## config.mk

```make
export PLATFORM = sky130hd
export DESIGN_NAME = multi_channel_pulse_width_capture
export DESIGN_NICKNAME = d
export VERILOG_FILES = /design/src/hw/rtl/mcpwc_pkg.sv /design/src/hw/rtl/multi_channel_pulse_width_capture.sv /design/src/hw/rtl/mcpwc_chan.sv /design/src/hw/rtl/mcpwc_width.sv
export SDC_FILE = /design/constraint.sdc
export NUM_CORES = 1
export LEC_CHECK = 0
export BUFFER_PORTS_ARGS = -buffer_cell sky130_fd_sc_hd__buf_2
export CORE_MARGIN = 1
export CORE_UTILIZATION = 39
export CTS_CLUSTER_SIZE = 28
export DETAILED_ROUTE_END_ITERATION = 16
export PLACE_DENSITY = 0.58
export SLEW_MARGIN = 20
export SYNTH_ARGS = -nofsm -noshare
export SYNTH_HDL_FRONTEND = slang
export SYNTH_HIERARCHICAL = 1
export SYNTH_SLANG_ARGS = --single-unit
```

## constraint.sdc

```tcl
create_clock -name clk_i -period 8.8 [get_ports clk_i]
set_input_delay 1.32 -clock clk_i [delete_from_list [all_inputs] [get_ports clk_i]]
set_output_delay 1.32 -clock clk_i [all_outputs]
set_load 0.02 [all_outputs]
```

## src/hw/rtl/mcpwc_pkg.sv

```systemverilog
package mcpwc_pkg;

  // Fixed field widths of the streams and the period register
  localparam int CAP_W     = 16;
  localparam int CHAN_W    = 2;
  localparam int PERIOD_W  = 17;
  localparam int WIDTH_W   = 22;
  localparam int CNT_MAX_W = 8;
  localparam int PROD_W    = CNT_MAX_W + PERIOD_W;
  localparam int UP_W      = PROD_W + 1;

  localparam logic [WIDTH_W-1:0] WIDTH_MAX = '1;

  // Kind of an input transfer
  typedef enum logic {
    FUNC_EDGE = 1'b0,
    FUNC_TICK = 1'b1
  } func_e;

  // Update request from the control path to one channel
  typedef struct packed {
    logic             capture;
    logic             tick;
    logic [CAP_W-1:0] value;
  } chan_cmd_t;

  // State of one channel as seen by the width unit
  typedef struct packed {
    logic                 high;
    logic [CAP_W-1:0]     stamp;
    logic [CNT_MAX_W-1:0] count;
  } chan_stat_t;

endpackage

```

## src/hw/rtl/multi_channel_pulse_width_capture.sv

```systemverilog
// Pulse width capture for up to NUM_CHANNELS receiver inputs. Each input transfer is a
// capture edge (channel plus latched counter value) or a counter overflow tick. The
// first edge on a channel records the rise stamp; the next one returns
// fall - rise + overflows * counter_period, clamped at zero and saturated at 22 bits.
// A channel that sees more than OVERFLOW_LIMIT ticks while high has its stamp zeroed
// and keeps measuring. Throughput is one transfer per clock: a transfer is applied to the
// channel registers and the width unit while it sits in the input register, and its
// result enters the output register at the edge that applies it. The input stalls only
// when a falling edge waits for an output register that still holds an untaken result.
// Write counter_period only while idle.
module multi_channel_pulse_width_capture #(
  parameter int NUM_CHANNELS   = 4,
  parameter int COUNTER_BITS   = 16,
  parameter int OVERFLOW_LIMIT = 63
) (
  input  logic        clk_i,
  input  logic        rst_ni,
  // configuration
  input  logic        cfg_we_i,
  input  logic [16:0] cfg_wdata_i,    // counter_period
  // input stream
  input  logic        s_axis_tvalid,
  output logic        s_axis_tready,
  input  logic [23:0] s_axis_tdata,   // [1:0] channel, [17:2] capture_value, rest zero
  input  logic        s_axis_tuser,   // [0] func
  // result stream
  output logic        m_axis_tvalid,
  input  logic        m_axis_tready,
  output logic [23:0] m_axis_tdata    // [1:0] channel_out, [23:2] pulse_width
);
  import mcpwc_pkg::*;

  localparam int SW = (COUNTER_BITS < CAP_W) ? COUNTER_BITS : CAP_W;
  localparam logic [CAP_W-1:0] CAP_MASK = CAP_W'((64'(1) << SW) - 64'(1));
  localparam logic [PERIOD_W-1:0] PERIOD_RESET =
    PERIOD_W'((64'(1) << COUNTER_BITS) & 64'h1FFFF);

  logic [PERIOD_W-1:0] period_q;

  logic              in_valid_q;
  func_e             in_func_q;
  logic [CHAN_W-1:0] in_chan_q;
  logic [CAP_W-1:0]  in_cap_q;

  logic               out_valid_q;
  logic [CHAN_W-1:0]  out_chan_q;
  logic [WIDTH_W-1:0] out_width_q;

  chan_cmd_t             cmd  [NUM_CHANNELS];
  chan_stat_t            stat [NUM_CHANNELS];
  chan_stat_t            sel_stat;
  logic [NUM_CHANNELS-1:0] high_vec;

  logic               is_edge;
  logic               is_tick;
  logic               ch_hit;
  logic               produce;
  logic               proc_fire;
  logic [CAP_W-1:0]   cap_m;
  logic [WIDTH_W-1:0] width;

  // Period register
  always_ff @(posedge clk_i or negedge rst_ni) begin
    if (!rst_ni) begin
      period_q <= PERIOD_RESET;
    end else if (cfg_we_i) begin
      period_q <= cfg_wdata_i;
    end
  end

  // Decode the held transfer
  assign is_edge = (in_func_q == FUNC_EDGE);
  assign is_tick = (in_func_q == FUNC_TICK);
  assign ch_hit  = 32'(in_chan_q) < NUM_CHANNELS;
  assign cap_m   = in_cap_q & CAP_MASK;

  // Pick the addressed channel's state
  always_comb begin
    sel_stat = '0;
    for (int i = 0; i < NUM_CHANNELS; i++) begin
      if (32'(in_chan_q) == i) begin
        sel_stat = stat[i];
      end
    end
  end

  // Apply the held transfer unless its result has nowhere to go
  assign produce       = in_valid_q && is_edge && ch_hit && sel_stat.high;
  assign proc_fire     = in_valid_q && (!produce || !out_valid_q || m_axis_tready);
  assign s_axis_tready = !in_valid_q || proc_fire;

  // Input register
  always_ff @(posedge clk_i or negedge rst_ni) begin
    if (!rst_ni) begin
      in_valid_q <= 1'b0;
    end else if (s_axis_tvalid && s_axis_tready) begin
      in_valid_q <= 1'b1;
    end else if (proc_fire) begin
      in_valid_q <= 1'b0;
    end
  end

  always_ff @(posedge clk_i) begin
    if (s_axis_tvalid && s_axis_tready) begin
      in_func_q <= func_e'(s_axis_tuser);
      in_chan_q <= s_axis_tdata[1:0];
      in_cap_q  <= s_axis_tdata[17:2];
    end
  end

  // Channel cells
  for (genvar i = 0; i < NUM_CHANNELS; i++) begin : g_chan
    assign cmd[i].capture = proc_fire && is_edge && (32'(in_chan_q) == i);
    assign cmd[i].tick    = proc_fire && is_tick;
    assign cmd[i].value   = cap_m;
    assign high_vec[i]    = stat[i].high;

    mcpwc_chan #(
      .COUNTER_BITS   (COUNTER_BITS),
      .OVERFLOW_LIMIT (OVERFLOW_LIMIT)
    ) u_chan (
      .clk_i  (clk_i),
      .rst_ni (rst_ni),
      .cmd_i  (cmd[i]),
      .stat_o (stat[i])
    );
  end

  mcpwc_width u_width (
    .cap_i    (cap_m),
    .stamp_i  (sel_stat.stamp),
    .count_i  (sel_stat.count),
    .period_i (period_q),
    .width_o  (width)
  );

  // Output register
  always_ff @(posedge clk_i or negedge rst_ni) begin
    if (!rst_ni) begin
      out_valid_q <= 1'b0;
    end else if (proc_fire && produce) begin
      out_valid_q <= 1'b1;
    end else if (m_axis_tready) begin
      out_valid_q <= 1'b0;
    end
  end

  always_ff @(posedge clk_i) begin
    if (proc_fire && produce) begin
      out_chan_q  <= in_chan_q;
      out_width_q <= width;
    end
  end

  assign m_axis_tvalid = out_valid_q;
  assign m_axis_tdata  = {out_width_q, out_chan_q};

`ifndef NO_ASSERTIONS
  // A result only ever comes from a capture edge
  a_result_from_edge: assert property (@(posedge clk_i) disable iff (!rst_ni)
    (proc_fire && produce) |-> (in_func_q == FUNC_EDGE))
    else $error("result loaded from a tick transfer");

  // A held transfer that is not applied stays in the input register
  a_input_held: assert property (@(posedge clk_i) disable iff (!rst_ni)
    (in_valid_q && !proc_fire) |=> (in_valid_q && $stable(in_cap_q) && $stable(in_chan_q)))
    else $error("stalled input transfer lost");

  // A falling edge returns exactly one channel to low
  a_fall_clears: assert property (@(posedge clk_i) disable iff (!rst_ni)
    (proc_fire && produce) |=> ($countones(high_vec) == $past($countones(high_vec)) - 1))
    else $error("falling edge did not clear its channel");

  // A tick never changes which channels are high
  a_tick_keeps_high: assert property (@(posedge clk_i) disable iff (!rst_ni)
    (proc_fire && is_tick) |=> (high_vec == $past(high_vec)))
    else $error("tick changed a channel level");
`endif

endmodule

```

## src/hw/rtl/mcpwc_chan.sv

```systemverilog
module mcpwc_chan #(
  parameter int COUNTER_BITS   = 16,
  parameter int OVERFLOW_LIMIT = 63
) (
  input  logic                   clk_i,
  input  logic                   rst_ni,
  input  mcpwc_pkg::chan_cmd_t   cmd_i,
  output mcpwc_pkg::chan_stat_t  stat_o
);
  import mcpwc_pkg::*;

  localparam int SW = (COUNTER_BITS < CAP_W) ? COUNTER_BITS : CAP_W;
  localparam int CW = $clog2(OVERFLOW_LIMIT + 1);
  localparam logic [CW-1:0] LIMIT = CW'(OVERFLOW_LIMIT);

  logic          high_q, high_d;
  logic [SW-1:0] stamp_q, stamp_d;
  logic [CW-1:0] count_q, count_d;
  logic          stamp_we;

  // Rise on a low channel, fall on a high one; ticks age a high channel
  always_comb begin
    high_d   = high_q;
    stamp_d  = stamp_q;
    count_d  = count_q;
    stamp_we = 1'b0;
    if (cmd_i.capture) begin
      if (!high_q) begin
        high_d   = 1'b1;
        stamp_d  = cmd_i.value[SW-1:0];
        stamp_we = 1'b1;
      end else begin
        high_d  = 1'b0;
        count_d = '0;
      end
    end else if (cmd_i.tick && high_q) begin
      if (count_q >= LIMIT) begin
        // discard a pulse that has run too long, stay high
        stamp_d  = '0;
        stamp_we = 1'b1;
        count_d  = '0;
      end else begin
        count_d = count_q + 1'b1;
      end
    end
  end

  always_ff @(posedge clk_i or negedge rst_ni) begin
    if (!rst_ni) begin
      high_q  <= 1'b0;
      count_q <= '0;
    end else begin
      high_q  <= high_d;
      count_q <= count_d;
    end
  end

  // Stamp is only read while high, and going high writes it
  always_ff @(posedge clk_i) begin
    if (stamp_we) begin
      stamp_q <= stamp_d;
    end
  end

  assign stat_o.high  = high_q;
  assign stat_o.stamp = CAP_W'(stamp_q);
  assign stat_o.count = CNT_MAX_W'(count_q);

endmodule

```

## src/hw/rtl/mcpwc_width.sv

```systemverilog
module mcpwc_width (
  input  logic [mcpwc_pkg::CAP_W-1:0]     cap_i,
  input  logic [mcpwc_pkg::CAP_W-1:0]     stamp_i,
  input  logic [mcpwc_pkg::CNT_MAX_W-1:0] count_i,
  input  logic [mcpwc_pkg::PERIOD_W-1:0]  period_i,
  output logic [mcpwc_pkg::WIDTH_W-1:0]   width_o
);
  import mcpwc_pkg::*;

  logic [PROD_W-1:0] prod;
  logic [UP_W-1:0]   up;
  logic [UP_W-1:0]   rise;
  logic [UP_W-1:0]   diff;

  // Fall time extended by the overflow periods
  assign prod = PROD_W'(count_i) * PROD_W'(period_i);
  assign up   = UP_W'(cap_i) + UP_W'(prod);
  assign rise = UP_W'(stamp_i);
  assign diff = up - rise;

  // Clamp at zero, saturate at the top of the field
  always_comb begin
    if (up < rise) begin
      width_o = '0;
    end else if (diff > UP_W'(WIDTH_MAX)) begin
      width_o = WIDTH_MAX;
    end else begin
      width_o = diff[WIDTH_W-1:0];
    end
  end

endmodule

```

# ---- After elaboration in Yosys (flattened, before gate mapping)
# Index checks and enable logic that the tools add are counted.
dict set report totals {
  reg_bits 154
  in_bits 47
  output_inout_bits 26
  elab_cells 142
}
dict set report op_classes {
  n_addsub 6
  multipliers 1
  order_cmp 6
  n_eq_ne 11
  mux 57
  n_bitwise 1
  reduce_logical 40
}
# cell count
set ops {}
lappend ops {{two-way mux 16 bit} 16}
lappend ops {{two-way mux 25 bit} 4}
lappend ops {{two-way mux 6 bit} 16}
lappend ops {{adder 16 x 25 -> 26 bit} 1}
lappend ops {{greater-than comparator 26 x 22 -> 1 bit (second input constant)} 1}
lappend ops {{less-than comparator 26 x 16 -> 1 bit} 1}
lappend ops {{subtractor 26 x 16 -> 26 bit} 1}
lappend ops {{multiplier 8 x 17 -> 25 bit} 1}
lappend ops {{adder 6 x 1 -> 6 bit (second input constant)} 4}
lappend ops {{>= comparator 6 bit (second input constant)} 4}
lappend ops {{two-way mux 22 bit} 1}
lappend ops {{two-way mux 1 bit} 20}
lappend ops {{nonzero test 2 bit} 10}
lappend ops {{AND reduction 4 bit} 4}
lappend ops {{logical AND 1 bit} 15}
lappend ops {{inequality test 2 x 1 -> 1 bit (second input constant)} 4}
lappend ops {{inequality test 2 bit (second input constant)} 4}
lappend ops {{AND reduction 2 bit} 4}
lappend ops {{== test 2 bit (second input constant)} 2}
lappend ops {{logical NOT 1 bit} 3}
lappend ops {{logical OR 1 bit} 3}
lappend ops {{== test 2 x 1 -> 1 bit (second input constant)} 1}
lappend ops {{logical NOT 2 bit} 1}
lappend ops {{inverter 1 bit} 1}

# ---- Longest topological paths before layout
dict set report depth {
  depth_word 15
  depth_mapped 29
  depth_no_buf 25
}

# ---- Hierarchy
# The synthesis kept the hierarchy.
# module n_inst cells_each area_each_um2 seq_area_each_um2
set modules_own_cells {}
lappend modules_own_cells {mcpwc_width 1 748 6188.4 0.0}
lappend modules_own_cells {mcpwc_chan 4 78 1004.7 655.6}
lappend modules_own_cells {multi_channel_pulse_width_capture 1 130 2685.1 1767.9}

# ---- Worst setup path before layout
# No wires, ideal clock.
dict set report synth_path {
  path_kind {register to register}
  from {register in_chan_q[0]}
  to {register out_width_q[10] (data pin)}
  setup_time_ps 258
  arrival_time_ps 6862
  required_ps 8542
  setup_slack_ps 1680
  stages_incl_launch_ff 29
  path_buffers 4
  period_less_slack_ps 7120
  path_cell_list {edfxtp_1 -> buf_6 -> mux4_2 -> clkbuf_1 -> clkbuf_1 -> nand2_1 -> fa_1 -> inv_1 -> fa_1 -> inv_1 -> fa_1 -> fa_1 -> inv_1 -> ha_1 -> o21ai_1 -> o21bai_1 -> a21oi_1 -> xnor2_1 -> ha_1 -> a21o_1 -> a21oi_1 -> nor3b_2 -> a221oi_2 -> a2111oi_4 -> nand3b_2 -> o41a_1 -> a31oi_4 -> buf_6 -> a21oi_2}
}
# item line_no
set synth_rtl {}
lappend synth_rtl {{start, declared} multi_channel_pulse_width_capture.sv:42} ;# logic [CHAN_W-1:0] in_chan_q;
lappend synth_rtl {{start signal, assigned} multi_channel_pulse_width_capture.sv:106} ;# in_chan_q <= s_axis_tdata[1:0];
lappend synth_rtl {{end signal, assigned} multi_channel_pulse_width_capture.sv:151} ;# out_width_q <= width;
lappend synth_rtl {{end, declared} multi_channel_pulse_width_capture.sv:47} ;# logic [WIDTH_W-1:0] out_width_q;

==> impl_metrics.prom <==
# TYPE chip_impl_metric gauge
chip_impl_metric{name="report.final.hold_viol_count",unit=""} 0
chip_impl_metric{name="cts.htree.levels",unit=""} 4
chip_impl_metric{name="slew-limit-headroom",unit="%"} 27.38
chip_impl_metric{name="dr.pass1.iters",unit=""} 5
chip_impl_metric{name="max_cap_violations",unit=""} 0
chip_impl_metric{name="synth-edff-count",unit=""} 107
chip_impl_metric{name="required",unit="ps"} 8960
chip_impl_metric{name="gr-total-overflow",unit=""} 0
chip_impl_info{name="cp_slowest_cell",value="mux4_2"} 1
chip_impl_metric{name="die_area",unit="mm^2"} 0.03379
chip_impl_metric{name="postLayoutCellArea",unit="mm^2"} 0.01430
chip_impl_metric{name="skew",unit="ps"} 11.18
chip_impl_metric{name="groute.usage.overall",unit="%"} 18.18
chip_impl_metric{name="final_net_count",unit=""} 1467
chip_impl_metric{name="cp.arrival",unit="ps"} 8220
chip_impl_info{name="hold_class",value="reg2reg"} 1
chip_impl_metric{name="grt_use_met1",unit="%"} 25.21
chip_impl_metric{name="postSynthAreaPerCell",unit="um^2"} 10.83
chip_impl_info{name="crit_path_frequent_cell",value="fa_1"} 1
chip_impl_info{name="critPathKind",value="reg2reg"} 1
chip_impl_metric{name="final_max_slew_viol_count",unit=""} 0
chip_impl_metric{name="layout.filler_cells",unit=""} 3150
chip_impl_metric{name="floorplan.io_pins",unit=""} 73
chip_impl_metric{name="synth-warning-count",unit=""} 6
chip_impl_metric{name="die_w",unit="um"} 183.8
chip_impl_info{name="rsz0062_at_grt",value="false"} 1
chip_impl_metric{name="seq_area_frac_synth",unit="%"} 34.05
chip_impl_info{name="clockRootBuffer",value="clkbuf_16"} 1
chip_impl_metric{name="critical-path-max-stage-delay",unit="ps"} 770
chip_impl_metric{name="use_met2",unit="%"} 29.62
chip_impl_metric{name="grt_start_max_net_pins",unit=""} 48
chip_impl_metric{name="worst-path-buf-inv",unit=""} 2
chip_impl_metric{name="num_antenna_cells",unit=""} 0
chip_impl_metric{name="cts.reportedPaths.clkPinSlew",unit="ps"} 70
chip_impl_metric{name="row_count",unit=""} 66
chip_impl_metric{name="dp_worst_setup_slack",unit="ps"} 745.0
chip_impl_metric{name="max_clock_freq",unit="MHz"} 124.1
chip_impl_metric{name="first_global_vias",unit=""} 8982
chip_impl_metric{name="post_cts_hold_buffer_count",unit=""} 0
chip_impl_metric{name="postLayoutSetupSlackWorst",unit="ps"} 742.2
chip_impl_metric{name="final_min_period_over_clock_period",unit="%"} 91.57
chip_impl_metric{name="fp.coreArea",unit="mm^2"} 0.03254
chip_impl_info{name="cp_cell_sequence",value="mux4_2 > and2_1 > fa_1 > fa_1 > fa_1 > inv_1 > fa_1 > inv_1 > ha_1 > a21oi_2 > o211ai_1 > and2_1 > a31oi_1 > xnor2_1 > ha_1 > nand3_1 > nor2_1 > and2_1 > a2111oi_4 > nand3b_2 > o41a_1 > a31oi_4 > a31oi_1"} 1
chip_impl_info{name="critPathTopFamily",value="adder cells"} 1
chip_impl_metric{name="detail-route-antenna-nets",unit=""} 0
chip_impl_metric{name="hpwlAfterDp",unit="um"} 21500
chip_impl_metric{name="routed_wirelength",unit="um"} 28530
chip_impl_metric{name="met3_usage",unit="%"} 2.991
chip_impl_metric{name="placement.io_buffers",unit=""} 66
chip_impl_metric{name="cts_made_buffers",unit=""} 17
chip_impl_metric{name="hold_ws",unit="ps"} 544.8
chip_impl_metric{name="place.gp.congestion",unit=""} 0.8318
chip_impl_metric{name="cts_sinks",unit=""} 154
chip_impl_metric{name="avgRoutedWirePerCell",unit="um"} 16.80
chip_impl_metric{name="post_cts_sizing_count",unit=""} 0
chip_impl_info{name="tritoncts_clock_tree",value="done"} 1
chip_impl_metric{name="antenna_found_initial",unit=""} 0
chip_impl_metric{name="multi_input_logic_area",unit="mm^2"} 0.007770
chip_impl_metric{name="clock_insertion_delay_worst_skew",unit="ps"} 440
chip_impl_metric{name="share_of_cells_above_drive_strength_1",unit="%"} 15.68
chip_impl_metric{name="cts-root-to-sink-buffers",unit=""} 2
chip_impl_metric{name="seqCellArea",unit="mm^2"} 0.004390
chip_impl_metric{name="global_route_wire_length_before_repair",unit="um"} 47390
chip_impl_metric{name="post_drt_via_cell_ratio",unit=""} 5.110
chip_impl_metric{name="fin_setup_tns",unit="ps"} 0
chip_impl_metric{name="critical_path_peak_fanout",unit=""} 17
chip_impl_metric{name="netlist_instances",unit=""} 1190
chip_impl_metric{name="count_of_unresolved_drc_violations_after_routing",unit=""} 0
chip_impl_metric{name="place_area",unit="mm^2"} 0.01371
chip_impl_info{name="top_usage_layer",value="met2"} 1
chip_impl_metric{name="postSynthRegisterBits",unit=""} 154
chip_impl_metric{name="netlist_area",unit="mm^2"} 0.01289
chip_impl_info{name="outcome",value="completed"} 1
chip_impl_metric{name="initial_core_util",unit="%"} 39.62
chip_impl_metric{name="asyncSetResetFlopFracSynth",unit="%"} 30.52
chip_impl_metric{name="yosys.cell_types.count",unit=""} 83
chip_impl_info{name="timing.critical_path.to_type",value="flip-flop"} 1
chip_impl_metric{name="post-route-min-period",unit="ps"} 8058
chip_impl_metric{name="setup_viol",unit=""} 0
chip_impl_metric{name="syn_to_final_growth",unit="%"} 10.88
chip_impl_metric{name="num_vias",unit=""} 8677
chip_impl_info{name="yosys_most_used_dff",value="edfxtp_1"} 1
chip_impl_metric{name="drt-initial-drc-count",unit=""} 485
chip_impl_metric{name="die_h",unit="um"} 183.8
chip_impl_metric{name="post_cts_setup_repair_bufs",unit=""} 0
chip_impl_metric{name="worst_pin_slew",unit="ps"} 1089
chip_impl_info{name="worst_setup_path_start_kind",value="flip-flop"} 1
-- cell usage after synthesis (8+ instances only) --
library cell,instances,area (um^2)
buf_4,16,120.1
fa_1,107,2142
nand3_1,21,105.1
ha_1,70,875.8
mux2_2,17,191.4
nand2_1,89,334.1
dfrtp_1,46,1151
nor2_1,32,120.1
a21o_1,9,67.56
a21oi_1,43,215.2
nor2b_1,8,50.05
a21oi_2,14,122.6
o211ai_1,8,60.06
buf_2,8,40.04
xor2_1,14,122.6
o21bai_1,10,75.07
clkbuf_1,18,67.56
o2bb2ai_1,8,70.07
edfxtp_1,107,3213
o21ai_0,33,165.2
nand2b_1,11,68.82
o21ai_1,8,40.04
xnor2_1,20,175.2
and2_1,152,950.9
inv_1,158,593.1
mux4_2,24,540.5
-- area by class of cell --
class	count	share of cell area, %
clock buffers	20	3.203
well taps	442	3.869
multi-input cells	836	54.35
repair buffers	76	2.836
clock inverters	12	0.8753
inverters	158	4.149
flip-flops and latches	154	30.71
-- through the flow --
step / utilization (%) / cells
3_5_place_dp: 42.14 / 1666
4_1_cts: 43.94 / 1698
3_3_place_gp: 42.14 / 1666
6_report: 43.94 / 1698
5_1_grt: 43.94 / 1698
2_1_floorplan: - / 1194
-- registers in the layout, indices dropped and copies added (netlist names) --
register and flops:
in_chan_q 2, period_q 17, cap_m 16, out_chan_q 2
g_chan.u_chan/stamp_q 64, in_func_q 1, g_chan.u_chan/count_q 24, out_width_q 22
g_chan.u_chan/high_q 4, in_valid_q 1, m_axis_tvalid 1
-- final timing paths --
kind / start / to / slack (ps) / cells past startpoint
worst max-delay path: in_chan_q[0]$_DFFE_PP_ / out_width_q[21]$_DFFE_PP_ / 740 / 23
worst min-delay path: g_chan[0].u_chan/count_q[4]$_DFFE_PN0P_ / g_chan[0].u_chan/count_q[4]$_DFFE_PN0P_ / 540 / 1
worst max register to register: in_chan_q[0]$_DFFE_PP_ / out_width_q[21]$_DFFE_PP_ / 740 / 23
worst min register to register: g_chan[0].u_chan/count_q[4]$_DFFE_PN0P_ / g_chan[0].u_chan/count_q[4]$_DFFE_PN0P_ / 540 / 1
max in group asynchronous: rst_ni / g_chan[2].u_chan/count_q[4]$_DFFE_PN0P_ / 7350 / 2
min in group asynchronous: rst_ni / period_q[9]$_DFFE_PN0P_ / 980 / 2
-- cell families (layout without fill, tap and decap cells) --
logic type,after synthesis,after routing,synth area share (%)
simple gates,367,367,15.97
other cells,4,8,0.1164
flops,154,154,34.05
fa+ha+maj,177,177,23.41
compound gates,206,206,11.51
mux,43,43,5.833
xor+xnor,35,35,2.436
buf+inv,204,266,6.667
-- cells in the final DEF (no fill, tap or decap), drive strengths merged, types with 44 or more instances in the layout --
cell    instances
inv           166
buf            76
o21ai          44
dfrtp          46
ha             70
nand2          90
and2          152
fa            107
edfxtp        107
a21oi          57
-- metal layers --
metal	vias up	routed length (um)
li1	4177	-
met4	0	340
met5	-	0
met2	164	13270
met3	21	983
met1	4315	13930
Power is left out: the tool's default activity adds up to more than one toggle a clock period on the data nets, which glitch-free logic cannot reach.
